### config.mk
export PLATFORM = sky130hd
export DESIGN_NAME = pmtl_div_step8
export DESIGN_NICKNAME = d
export VERILOG_FILES = /design/src/rtl/pmtl_pkg.sv /design/src/rtl/pmtl_div_step8.sv
export SDC_FILE = /design/constraint.sdc
export NUM_CORES = 1
export LEC_CHECK = 0
export ABC_AREA = 1
export BUFFER_PORTS_ARGS = -buffer_cell sky130_fd_sc_hd__clkbuf_2
export CAP_MARGIN = 20
export CORE_MARGIN = 10
export CORE_UTILIZATION = 45
export DETAILED_ROUTE_END_ITERATION = 12
export PLACE_DENSITY = 0.65
export SYNTH_ARGS = -nofsm -noshare
export SYNTH_HDL_FRONTEND = slang
export SYNTH_SLANG_ARGS = --single-unit
### constraint.sdc
create_clock -name vclk -period 26.6
set_input_delay 2.66 -clock vclk [all_inputs]
set_output_delay 2.66 -clock vclk [all_outputs]
set_load 0.005 [all_outputs]
### src/rtl/pmtl_pkg.sv
package pmtl_pkg;

	localparam int FRAME_WIDTH_DEF  = 352;
	localparam int FRAME_HEIGHT_DEF = 240;

	localparam int NUM_LABELS          = 3;
	localparam int DIV_STEPS_PER_STAGE = 8;
	localparam int FIFO_DEPTH          = 8;
	localparam int FIFO_PTR_W          = $clog2(FIFO_DEPTH);
	localparam int OCC_W               = $clog2(FIFO_DEPTH + 1);

	localparam logic [1:0]  LABEL_MAX  = 2'd2;
	localparam logic [15:0] Q15_ONE    = 16'd32768;
	localparam logic [15:0] Q15_THIRD  = 16'd10923;
	localparam logic [15:0] Q15_HALF   = 16'd16384;
	localparam logic [15:0] COUNT_MAX  = 16'hFFFF;

	typedef struct packed {
		logic [8:0] col;
		logic [7:0] row_index;
		logic [1:0] label;
		logic       first_frame;
	} pmtl_in_t;

	typedef struct packed {
		logic [8:0]  out_col;
		logic [7:0]  out_row;
		logic [1:0]  prev_label;
		logic        updated;
		logic [15:0] prob_to_zero;
		logic [15:0] prob_to_one;
		logic [15:0] prob_to_two;
		logic [15:0] obs_count_out;
	} pmtl_out_t;

	// All state of one pixel, kept as one memory word.
	typedef struct packed {
		logic [1:0]            last_label;
		logic [2:0][15:0]      cnt;
		logic [2:0][2:0][15:0] prob;
	} pix_word_t;

	// Restoring divider state: partial remainder, remaining dividend bits, quotient.
	typedef struct packed {
		logic [16:0] rem;
		logic [15:0] num;
		logic [15:0] quo;
	} div_t;

	// Per-item control and echo fields carried down the pipeline.
	typedef struct packed {
		logic        inframe;
		logic        first;
		logic [1:0]  label;
		logic [1:0]  pl;
		logic [15:0] cnt;
		logic [8:0]  col;
		logic [7:0]  row;
	} ctl_t;

	function automatic pix_word_t reset_word();
		pix_word_t w;
		w.last_label = 2'd0;
		w.cnt        = '0;
		for (int r = 0; r < NUM_LABELS; r++) begin
			for (int k = 0; k < NUM_LABELS; k++) begin
				w.prob[r][k] = Q15_THIRD;
			end
		end
		return w;
	endfunction

	function automatic logic [1:0] sat_label(input logic [1:0] l);
		return (l > LABEL_MAX) ? LABEL_MAX : l;
	endfunction

endpackage

### src/rtl/pmtl_div_step8.sv
module pmtl_div_step8 (
	input  pmtl_pkg::div_t din,
	input  logic [15:0]    divisor,
	output pmtl_pkg::div_t dout
);
	import pmtl_pkg::*;

	div_t        st;
	logic [16:0] trial;

	// Eight restoring division steps, one quotient bit each.
	always_comb begin
		st    = din;
		trial = '0;
		for (int i = 0; i < DIV_STEPS_PER_STAGE; i++) begin
			trial  = {st.rem[15:0], st.num[15]};
			st.num = {st.num[14:0], 1'b0};
			if (trial >= {1'b0, divisor}) begin
				st.rem = trial - {1'b0, divisor};
				st.quo = {st.quo[14:0], 1'b1};
			end else begin
				st.rem = trial;
				st.quo = {st.quo[14:0], 1'b0};
			end
		end
		dout = st;
	end

endmodule

## Word-level counts from Yosys, hierarchy flattened

Cells that the tools add are included.

- Flip-flop bits (word level): 0
- Bits in latches: 0
- RAM bits: 0
- Bits in read-only memories: 0
- Logic and storage cells: 32
- Memories kept: 0

- $add $sub $neg: 8
- Multiply operators: 0
- Div/mod/pow operators: 0
- $lt $le $gt $ge: 8
- Equality and inequality tests: 0
- Shifts and indexed selects: 0
- Mux-type cells: 16
- Bitwise gates (word level): 0
- Reduce and logical (&&, ||, !) cells: 0

Operator list:

| cell | number |
|---|---|
| 17-bit by 16-bit >= comparator with 1-bit output | 8 |
| 16-bit 2-to-1 mux | 7 |
| 16-bit subtractor | 7 |
| 17-bit 2-to-1 mux | 1 |
| 17-bit by 16-bit subtractor with 17-bit output | 1 |
| 1-bit 2-to-1 mux | 8 |

## Longest topological paths before layout

Gate-level depths: netlist (run 1).

- Depth after elaboration: 16
- Mapped depth: 115

## Worst setup path before layout (run 1)

Ideal clock, no wire load.

- Kind: input -> output
- From: in divisor[2]
- To: out dout[38] (netlist name)
- Arrival time: 17.524 ns
- Slack: 6.416 ns
- Stages on the path: 106
- Cell sequence: inv_1 > ha_1 > buf_2 > nand2_1 > nand2_1 > nand2_1 > nand2_1 > nand2_1 > nand3_1 > nand2_1 > nand2_1 > nand2_2 > buf_2 > clkbuf_1 > o21ai_0 > ha_1 > a21oi_1 > o21ai_0 > (+70 left out) > o2111ai_1 > a221oi_1 > nand2_2 > nor2_8 > nand2_1 > nand2_1 > ha_1 > a21oi_1 > nand2_1 > a21oi_1 > o21bai_1 > a21o_1 > a21oi_1 > o21ai_0 > a221oi_2 > clkbuf_1 > nand3_1 > nand2_1

RTL lines:

| what | RTL line | source |
|---|---|---|
| start: declaration | pmtl_div_step8.sv:3 | `input logic [15:0] divisor,` |
| end: declaration | pmtl_div_step8.sv:4 | `output pmtl_pkg::div_t dout` |

==> results.txt, run 1 <==
----------------------------------------------------
[Critical path]
  Maximum fanout along the worst path ... 24
  CP most frequent cell ... nand2_1
  WP data arrival ... 21.93 ns
  CP Launch Type ... input pin
  Slowest stage cell on the critical path ... a221oi_2
  Start-to-end type of the worst setup path ... in2out
  Largest incremental delay on the critical path ... 0.67 ns
  Crit path capture type ... primary output
  Req. time, crit path ... 23.94 ns

[Final layout]
  Layout Utilization ... 48.3%
  Relative area change from synthesis to final layout ... 4.50%
  Ratio of cells with drive above 1 in the final layout ... 9.31%
  Antenna cells ... 0
  Total Nets Final ... 1631
  Number of clock buffers in the layout ... 0
  Number of fillers in the final layout ... 1907
  Multi-input combinational cell area ... 7020 sq um
  FF/Latch Area ... 0 sq um
  Layout sequential cell count ... 0

[Floorplan]
  Row cnt ... 48
  Vert. Die Dim ... 154 microns
  Width of the die ... 154 microns
  Core outline area ... 17400 sq um
  Top Ports ... 114
  Total die area ... 23600 sq um
  Initial cell density of the core ... 46.2%

[STA]
  Final setup violating endpoints ... 0
  Setup repair after global routing missed its margin ... no
  Worst hold-check slack ... 5.32 ns
  Fin crit period ... 24.59 ns
  Total negative slack ... 0 ns
  Peak Freq ... 40.7 MHz
  Least-Margin Pin Slew ... 0.726 ns
  Fraction of the cycle the final worst path needs ... 92.4%
  Max Slew Vio Count ... 0
  Final number of hold-violating endpoints ... 0
  Relative slew slack ... 51.6%
  Minimum setup slack in the final design ... 2.01 ns

[Route]
  Count of routing violations after the opening detailed-route iteration ... 549
  Routed WL per cell ... 14.9 microns
  Total Wirelength ... 24600 microns
  Antenna Nets Post-Route ... 0
  Drc violations ... 0
  Drt first pass iters ... 5
  Ratio of routed vias to standard cells ... 5.33
  Via total after detailed routing ... 8809

[Yosys]
  Synthesized instance count ... 1394
  Cell with the most instances after synthesis ... nand2_1
  Cell types occupying the most area after synthesis ... nand2_1 (20%), ha_1 (20%), inv_1 (8.7%)
  Share of synthesized area occupied by flip-flops and latches ... 0%
  Avg Synthesized Cell Area ... 5.77 sq um
  Number of different library cells in the post-synthesis netlist ... 52
  Total of warnings raised by yosys ... 0
  Top cell type's share of synthesized area ... 20.1%
  Library cell with the largest summed area after synthesis ... nand2_1
  Top cells by instance count after synthesis ... nand2_1 (431), inv_1 (186), ha_1 (128), a21oi_1 (112), o21ai_0 (73)
  Post-synthesis instance area ... 8040 sq um

[Place]
  Sum of net half-perimeters after detailed placement ... 20000 microns
  Routability-driven placement congestion ratio ... 0.938
  Placement-stage worst setup slack ... 2.19 ns
  Number of port buffers ... 65

[Global route]
  Wire length of the first global-routing pass ... 39600 microns
  Vias in the first global route ... 7965
  Maximum number of pins on one net before global-route repair ... 25
  Number of antenna violations at the first check in global routing ... 0
  Global route total overflow ... 0
  Total global routing track utilization ... 19.6%

[Clocking]
  Total of hold buffers inserted after clock tree synthesis ... 0
  Post-CTS repair timing setup buffer count ... 0
  Post-cts repair resize count ... 0

[Status]
  Run status ... finished clean

[Flow run]
  Max_cap viols ... 0

[Hold path]
  Worst hold path class ... in2out

----------------------------------------------------
## final cells by class
type,count,area share (%)
inverters,194,8.69
multi-input cells,1163,83.6
well taps,225,3.35
repair buffers,71,4.41
## layer usage
layer  GRT usage [%]  part of all wire (%)  vias up
met2            34.4                    47      202
met3            1.03                   4.0       34
met1            25.8                    47     3940
met4            3.87                   2.2        0
li1                -                     -     4633
met5               0                     0        -
## worst paths after layout
kind  depth (start not counted)        to  slack (ns)       start
max                          98  dout[36]        2.01  divisor[1]
min                           0  dout[11]        5.32      din[3]
## cell usage in the layout, fill, tap and decap left out, drive strengths merged, types with 3 or more instances in the layout
master     n
a21o       3
nor2      64
o2111ai    4
clkbuf    65
xnor2     42
nand3     81
nand4     20
o21ai    111
o21a       4
a31oi      8
buf        6
o211ai     5
fa         8
o21bai     8
xor2      60
or2        4
inv      194
nor3      13
a21oi    114
conb       8
nand2    460
ha       128
## kinds of logic (layout without fill, tap and decap cells)
family,after synthesis,in the layout,synth area share [%]
AO/OA/AOI/OAI,269,269,18.6
XOR/XNOR,102,102,11.1
adder cells (fa/ha/maj),136,136,21.9
buffers and inverters,238,265,13.0
other,1,8,0.0466
AND/OR/NAND/NOR,648,648,35.4
## critical path, delay by kind of cell
family          cells  cell delay [ns]
fa+ha+maj           8             2.69
simple gates       50             6.55
compound gates     30             7.55
buf+inv            10             2.37
## per-stage QoR
stage / cells / instance area [sq um]
6_report: 1653 / 8410
2_1_floorplan: 1401 / 8070
3_5_place_dp: 1653 / 8410
4_1_cts: 1653 / 8410
3_3_place_gp: 1653 / 8410
5_1_grt: 1653 / 8410
Power of run 1 is left out: the tool's default activity adds up to more than one toggle a clock period on the data nets, which glitch-free logic cannot reach.
==> run 2: changes to the inputs <==
--- a/config.mk
+++ b/config.mk
@@ -5,13 +5,13 @@
 export SDC_FILE = /design/constraint.sdc
 export NUM_CORES = 1
 export LEC_CHECK = 0
-export ABC_AREA = 1
 export BUFFER_PORTS_ARGS = -buffer_cell sky130_fd_sc_hd__clkbuf_2
 export CAP_MARGIN = 20
 export CORE_MARGIN = 10
 export CORE_UTILIZATION = 45
 export DETAILED_ROUTE_END_ITERATION = 12
 export PLACE_DENSITY = 0.65
+export SETUP_SLACK_MARGIN = 0.15
 export SYNTH_ARGS = -nofsm -noshare
 export SYNTH_HDL_FRONTEND = slang
 export SYNTH_SLANG_ARGS = --single-unit
==> run 2 against run 1 <==
- setup slack worse by 0.69 ns
- core utilization up 2.5 points
- area after synthesis down 1.9%
- sequential cell count unchanged
- synthesized cell count down 23%
- first-iteration DRC count up 8.0%
- count of clock-buffer cells in the layout unchanged
- largest cell class unchanged
- global-route usage up 0.64 points
- worst hold slack unchanged
- final area up 4.2%
- sequential share of layout area unchanged
- highest routed layer unchanged
- non-clock buffer count up 43
==> results.txt, run 2 <==
----------------------------------------------------
[Critical path]
  CP most frequent cell ... a21oi_1
  Slowest stage cell on the critical path ... or4_1
  Req. time, crit path ... 23.94 ns (about the same)
  Start-to-end type of the worst setup path ... in2out
  Maximum fanout along the worst path ... 32 (+33%)
  CP Launch Type ... input pin
  Largest incremental delay on the critical path ... 0.49 ns (-0.18 ns)
  WP data arrival ... 22.62 ns (+0.69 ns)
  Crit path capture type ... primary output
  Worst setup path startpoint ... divisor[7]

[Yosys]
  Top cells by instance count after synthesis ... ha_1 (128), a21oi_1 (91), nor2_1 (82)
  Total of warnings raised by yosys ... 0 (unchanged)
  Cell with the most instances after synthesis ... ha_1
  Synthesized instance count ... 1080 (-23%)
  Library cell with the largest summed area after synthesis ... ha_1
  Cell types occupying the most area after synthesis ... ha_1 (20%), xnor2_1 (7.8%), mux2_2 (6.3%)
  Top cell type's share of synthesized area ... 20.3% (+0.18 points)
  Share of synthesized area occupied by flip-flops and latches ... 0% (unchanged)
  Number of different library cells in the post-synthesis netlist ... 84 (+62%)
  Avg Synthesized Cell Area ... 7.31 sq um (+27%)
  Post-synthesis instance area ... 7890 sq um (-1.9%)

[STA]
  Final number of hold-violating endpoints ... 0 (unchanged)
  Peak Freq ... 39.6 MHz (-2.7%)
  Final setup violating endpoints ... 0 (unchanged)
  Max Slew Vio Count ... 0 (unchanged)
  Fin crit period ... 25.28 ns (+0.694 ns)
  Setup repair after global routing missed its margin ... no
  Least-Margin Pin Slew ... 0.744 ns (+0.0179 ns)
  Fraction of the cycle the final worst path needs ... 95.0% (+2.6 points)
  Relative slew slack ... 50.0% (-1.6 points)

[Final layout]
  Most frequent standard cell in the layout excluding fill and tap cells ... ha_1
  Ratio of cells with drive above 1 in the final layout ... 18.3% (+9.0 points)
  Relative area change from synthesis to final layout ... 10.9%
  Layout Utilization ... 50.8% (+2.5 points)
  Total Nets Final ... 1364 (-16%)
  Number of clock buffers in the layout ... 0 (unchanged)
  FF/Latch Area ... 0 sq um (unchanged)
  Layout sequential cell count ... 0 (unchanged)
  Antenna cells ... 0 (unchanged)
  Leading cell types in the layout, fill and taps excluded ... ha_1 (126), a21oi_1 (88), nor2_1 (81), inv_1 (70)

[Route]
  Count of routing violations after the opening detailed-route iteration ... 593 (+8.0%)
  Antenna Nets Post-Route ... 0 (unchanged)
  Via total after detailed routing ... 8441 (-4.2%)
  Drt first pass iters ... 5 (unchanged)
  Drc violations ... 0 (unchanged)
  Ratio of routed vias to standard cells ... 6.09 (+14%)
  Routed WL per cell ... 18.7 microns (+26%)
  Total Wirelength ... 25900 microns (+5.4%)

[Floorplan]
  Vert. Die Dim ... 152 microns (-0.82%)
  Width of the die ... 152 microns (-0.82%)
  Initial cell density of the core ... 45.8% (-0.39 points)
  Row cnt ... 48 (unchanged)
  Total die area ... 23200 sq um (-1.6%)
  Core outline area ... 17200 sq um (-1.0%)
  Top Ports ... 114 (unchanged)

[Place]
  Sum of net half-perimeters after detailed placement ... 20900 microns (+4.1%)
  Number of port buffers ... 65 (unchanged)
  Routability-driven placement congestion ratio ... 0.941 (+0.29%)

[Hold path]
  Worst hold path class ... in2out
  Hold path start ... din[2]
  Min-Delay Endpoint ... dout[10]
  Hold path cells ... 0 (unchanged)

[Global route]
  Vias in the first global route ... 7531 (-5.4%)
  Number of antenna violations at the first check in global routing ... 0 (unchanged)
  Global route total overflow ... 0 (unchanged)
  Maximum number of pins on one net before global-route repair ... 33 (+32%)
  Wire length of the first global-routing pass ... 39800 microns (+0.63%)
  Total global routing track utilization ... 20.2% (+0.64 points)

[Flow run]
  Max_cap viols ... 0 (unchanged)

[Status]
  Run status ... finished clean

----------------------------------------------------
## run 2: cell types whose count changed after synthesis, moves of 21 or more
cell / before / now
a21o_1: 3 / 35
a21oi_1: 112 / 91
inv_1: 186 / 70
mux2_2: 0 / 44
nand2_1: 431 / 70
nand2_2: 25 / 1
nand3_1: 71 / 17
nor2_1: 60 / 82
nor2b_1: 0 / 21
o21ai_1: 36 / 5
xnor2_1: 42 / 70
xor2_1: 60 / 24
## run 2: timing repair
action,in CTS,in global routing
resized for setup,8,34
setup buffers,1,9
hold endpoints to repair,0,0
gates cloned,0,1
pin swaps,1,11
endpoints found under the setup margin,17,18
hold buffers,0,0
## run 2: cell families (layout without fill, tap and decap cells)
group	Yosys count	after routing	synth area share, %
xor+xnor	94	94	10.4
other cells	1	8	0.0475
mux	72	73	10.2
fa+ha+maj	136	136	22.3
simple gates	323	323	21.0
compound gates	338	338	28.8
buf+inv	116	189	7.28
## run 2: how the worst max path moves through the flow
stage / to / depth (start not counted) / slack (ns)
floorplan: dout[41] / 104 / 0.25
global placement: dout[47] / 93 / -0.33
detailed placement: dout[47] / 94 / -0.49
CTS: dout[44] / 94 / 0.22
global route: dout[39] / 94 / 0.14
finish: dout[44] / 92 / 1.32
## run 2: cell type report
| type | count | area, sq um |
|---|---|---|
| fill | 1748 | 8480 |
| multi-input combinational | 972 | 7470 |
| timing repair buffer | 114 | 701 |
| inverter | 75 | 299 |
| tap | 225 | 282 |
## run 2: critical path: cells and delay by family
family / cells / cell delay, ns
AO/OA/AOI/OAI: 45 / 9.15
adder cells (fa/ha/maj): 8 / 2.48
buffers and inverters: 11 / 1.38
multiplexers: 6 / 2.06
AND/OR/NAND/NOR: 22 / 4.91
## run 2: through the flow
step	hold WS [ns]	std cells	area, sq um	setup slack (ns)	TNS, ns
2_1_floorplan	5.40	1087	7920	0.247	0
3_3_place_gp	5.32	1375	8530	-0.330	-3.81
3_5_place_dp	5.32	1375	8530	-0.494	-6.35
4_1_cts	5.32	1376	8570	0.215	0
5_1_grt	5.32	1386	8750	0.141	0
6_report	5.32	1386	8750	1.32	0
## run 2: per-layer routing
layer / wire, microns / track usage (%) / share of wire [%] / vias up
met5: 0 / 0 / 0 / -
met4: 612 / 3.81 / 2.4 / 0
met3: 2050 / 2.79 / 7.9 / 42
met2: 10900 / 31.1 / 42 / 299
met1: 12300 / 29.2 / 48 / 3922
li1: - / - / - / 4178
Power of run 2 is left out for the same reason.
==> run 3: changes to the inputs <==
--- a/config.mk
+++ b/config.mk
@@ -5,7 +5,7 @@
 export SDC_FILE = /design/constraint.sdc
 export NUM_CORES = 1
 export LEC_CHECK = 0
-export BUFFER_PORTS_ARGS = -buffer_cell sky130_fd_sc_hd__clkbuf_2
+export BUFFER_PORTS_ARGS = -buffer_cell sky130_fd_sc_hd__buf_2
 export CAP_MARGIN = 20
 export CORE_MARGIN = 10
 export CORE_UTILIZATION = 45
==> run 3 against run 2 <==
- final area is 0.79% lower
- sequential share of layout area is the same
- maximum frequency shrank 0.57%
- sequential cell count unchanged
- cell count shrank 0.65%
- via count is 3.1% lower
- critical path depth grew 2
- setup slack got worse by 0.15 ns
- non-clock buffer count decreased by 8
- routed wire length fell by 0.71%
==> results.txt, run 3 (synthesis gave the netlist of run 2 again) <==
----------------------------------------------------
[Status]
  Run status ... finished clean

[STA]
  Worst hold-check slack ... 5.32 ns (unchanged)
  Fraction of the cycle the final worst path needs ... 95.6% (+0.55 points)
  Fin crit period ... 25.43 ns (+0.145 ns)
  Max Slew Vio Count ... 0 (unchanged)
  Final number of hold-violating endpoints ... 0 (unchanged)
  Least-Margin Pin Slew ... 0.744 ns (-0.000231 ns)
  Relative slew slack ... 50.0% (about the same)
  Setup repair after global routing missed its margin ... no
  Peak Freq ... 39.3 MHz (-0.57%)
  Final setup violating endpoints ... 0 (unchanged)

[Global route]
  Wire length of the first global-routing pass ... 40300 microns (+1.2%)
  Global route total overflow ... 0 (unchanged)
  Total global routing track utilization ... 20.4% (+0.18 points)
  Number of antenna violations at the first check in global routing ... 0 (unchanged)
  Vias in the first global route ... 7598 (+0.89%)
  Maximum number of pins on one net before global-route repair ... 33 (unchanged)

[Floorplan]
  Row cnt ... 48 (unchanged)
  Initial cell density of the core ... 45.8% (unchanged)
  Width of the die ... 152 microns (unchanged)
  Core outline area ... 17200 sq um (unchanged)
  Vert. Die Dim ... 152 microns (unchanged)
  Total die area ... 23200 sq um (unchanged)
  Top Ports ... 114 (unchanged)

[Route]
  Drc violations ... 0 (unchanged)
  Via total after detailed routing ... 8181 (-3.1%)
  Ratio of routed vias to standard cells ... 5.94 (-2.4%)
  Drt first pass iters ... 5 (unchanged)
  Antenna Nets Post-Route ... 0 (unchanged)
  Routed WL per cell ... 18.7 microns (about the same)
  Total Wirelength ... 25700 microns (-0.71%)
  Count of routing violations after the opening detailed-route iteration ... 705 (+19%)

[Critical path]
  Largest incremental delay on the critical path ... 0.48 ns (about the same)
  Req. time, crit path ... 23.94 ns (about the same)
  CP Launch Type ... input pin
  CP most frequent cell ... ha_1
  Critical path destination ... dout[35]
  WP data arrival ... 22.77 ns (+0.15 ns)
  Start-to-end type of the worst setup path ... in2out
  Maximum fanout along the worst path ... 32 (unchanged)
  Worst setup path startpoint ... divisor[11]
  Crit path capture type ... primary output
  Slowest stage cell on the critical path ... or4_1

[Final layout]
  Number of clock buffers in the layout ... 0 (unchanged)
  Relative area change from synthesis to final layout ... 10.0%
  Leading cell types in the layout, fill and taps excluded ... ha_1 (126), a21oi_1 (85), nor2_1 (81), xnor2_1 (70)
  Most frequent standard cell in the layout excluding fill and tap cells ... ha_1
  Layout sequential cell count ... 0 (unchanged)
  Ratio of cells with drive above 1 in the final layout ... 18.3% (-0.030 points)
  Antenna cells ... 0 (unchanged)
  Total Nets Final ... 1355 (-0.66%)
  FF/Latch Area ... 0 sq um (unchanged)
  Summed area of non-filler cells in the final layout ... 8690 sq um (-0.79%)

[Place]
  Routability-driven placement congestion ratio ... 0.950 (+0.95%)
  Number of port buffers ... 65 (unchanged)
  Sum of net half-perimeters after detailed placement ... 20900 microns (about the same)
  Instance area after placement ... 8510 sq um (-0.26%)

[Flow run]
  Max_cap viols ... 0 (unchanged)

[Hold path]
  Worst hold path class ... in2out

----------------------------------------------------
[run 3: cell types whose count changed in the layout (fill, tap and decap cells not counted), moves of 2 or more]
cell      before  now
a21oi_1       88   85
a21oi_2        5    8
buf_2          0   65
mux2i_1       16   14
clkbuf_2      65    0
buf_4         47   40
mux2i_2        0    2
[run 3: per-layer routing]
| metal | vias to the layer above | global-route usage [%] | wire length, microns |
|---|---|---|---|
| met4 | 0 | 3.95 | 570 |
| met2 | 261 | 31.4 | 10800 |
| met1 | 3738 | 29.9 | 12600 |
| met5 | - | 0 | 0 |
| met3 | 29 | 2.06 | 1690 |
| li1 | 4153 | - | - |
[run 3: worst min-delay path by stage]
stage	startpoint	to	slack (ns)	depth (start not counted)
2_1_floorplan	din[2]	dout[10]	5.40	1
3_3_place_gp	din[7]	dout[15]	5.32	0
3_5_place_dp	din[7]	dout[15]	5.32	0
4_1_cts	din[7]	dout[15]	5.32	0
5_1_grt	din[3]	dout[11]	5.32	0
6_report	din[2]	dout[10]	5.32	0
[run 3: repair_timing]
item                                    4_1_cts  5_1_grt
endpoints found under the setup margin       17       18
gates resized for setup                       7       40
setup buffers                                 0        5
hold buffers                                  0        0
pin swaps                                     0        7
[run 3: cell type report]
class              count  area [sq um]
inverters             75           294
repair buffers       106           637
multi-input cells    971          7470
fillers             1762          8550
well taps            225           282
[run 3: critical path: cells and delay by family]
kind            cells  cell delay (ns)
fa+ha+maj           8             2.69
xor+xnor            1             0.26
buf+inv            14             2.25
mux                 5             1.83
simple gates       24             4.70
compound gates     42             8.28
[run 3: stage by stage]
stage	setup slack [ns]	setup TNS, ns	utilization [%]	cells
floorplan	0.247	0	-	1087
global placement	-0.265	-2.99	49.4	1372
detailed placement	-0.386	-5.08	49.4	1372
CTS	0.164	0	49.5	1372
global route	0.0655	0	50.4	1377
finish	1.17	0	50.4	1377
Power of run 3 is left out for the same reason.
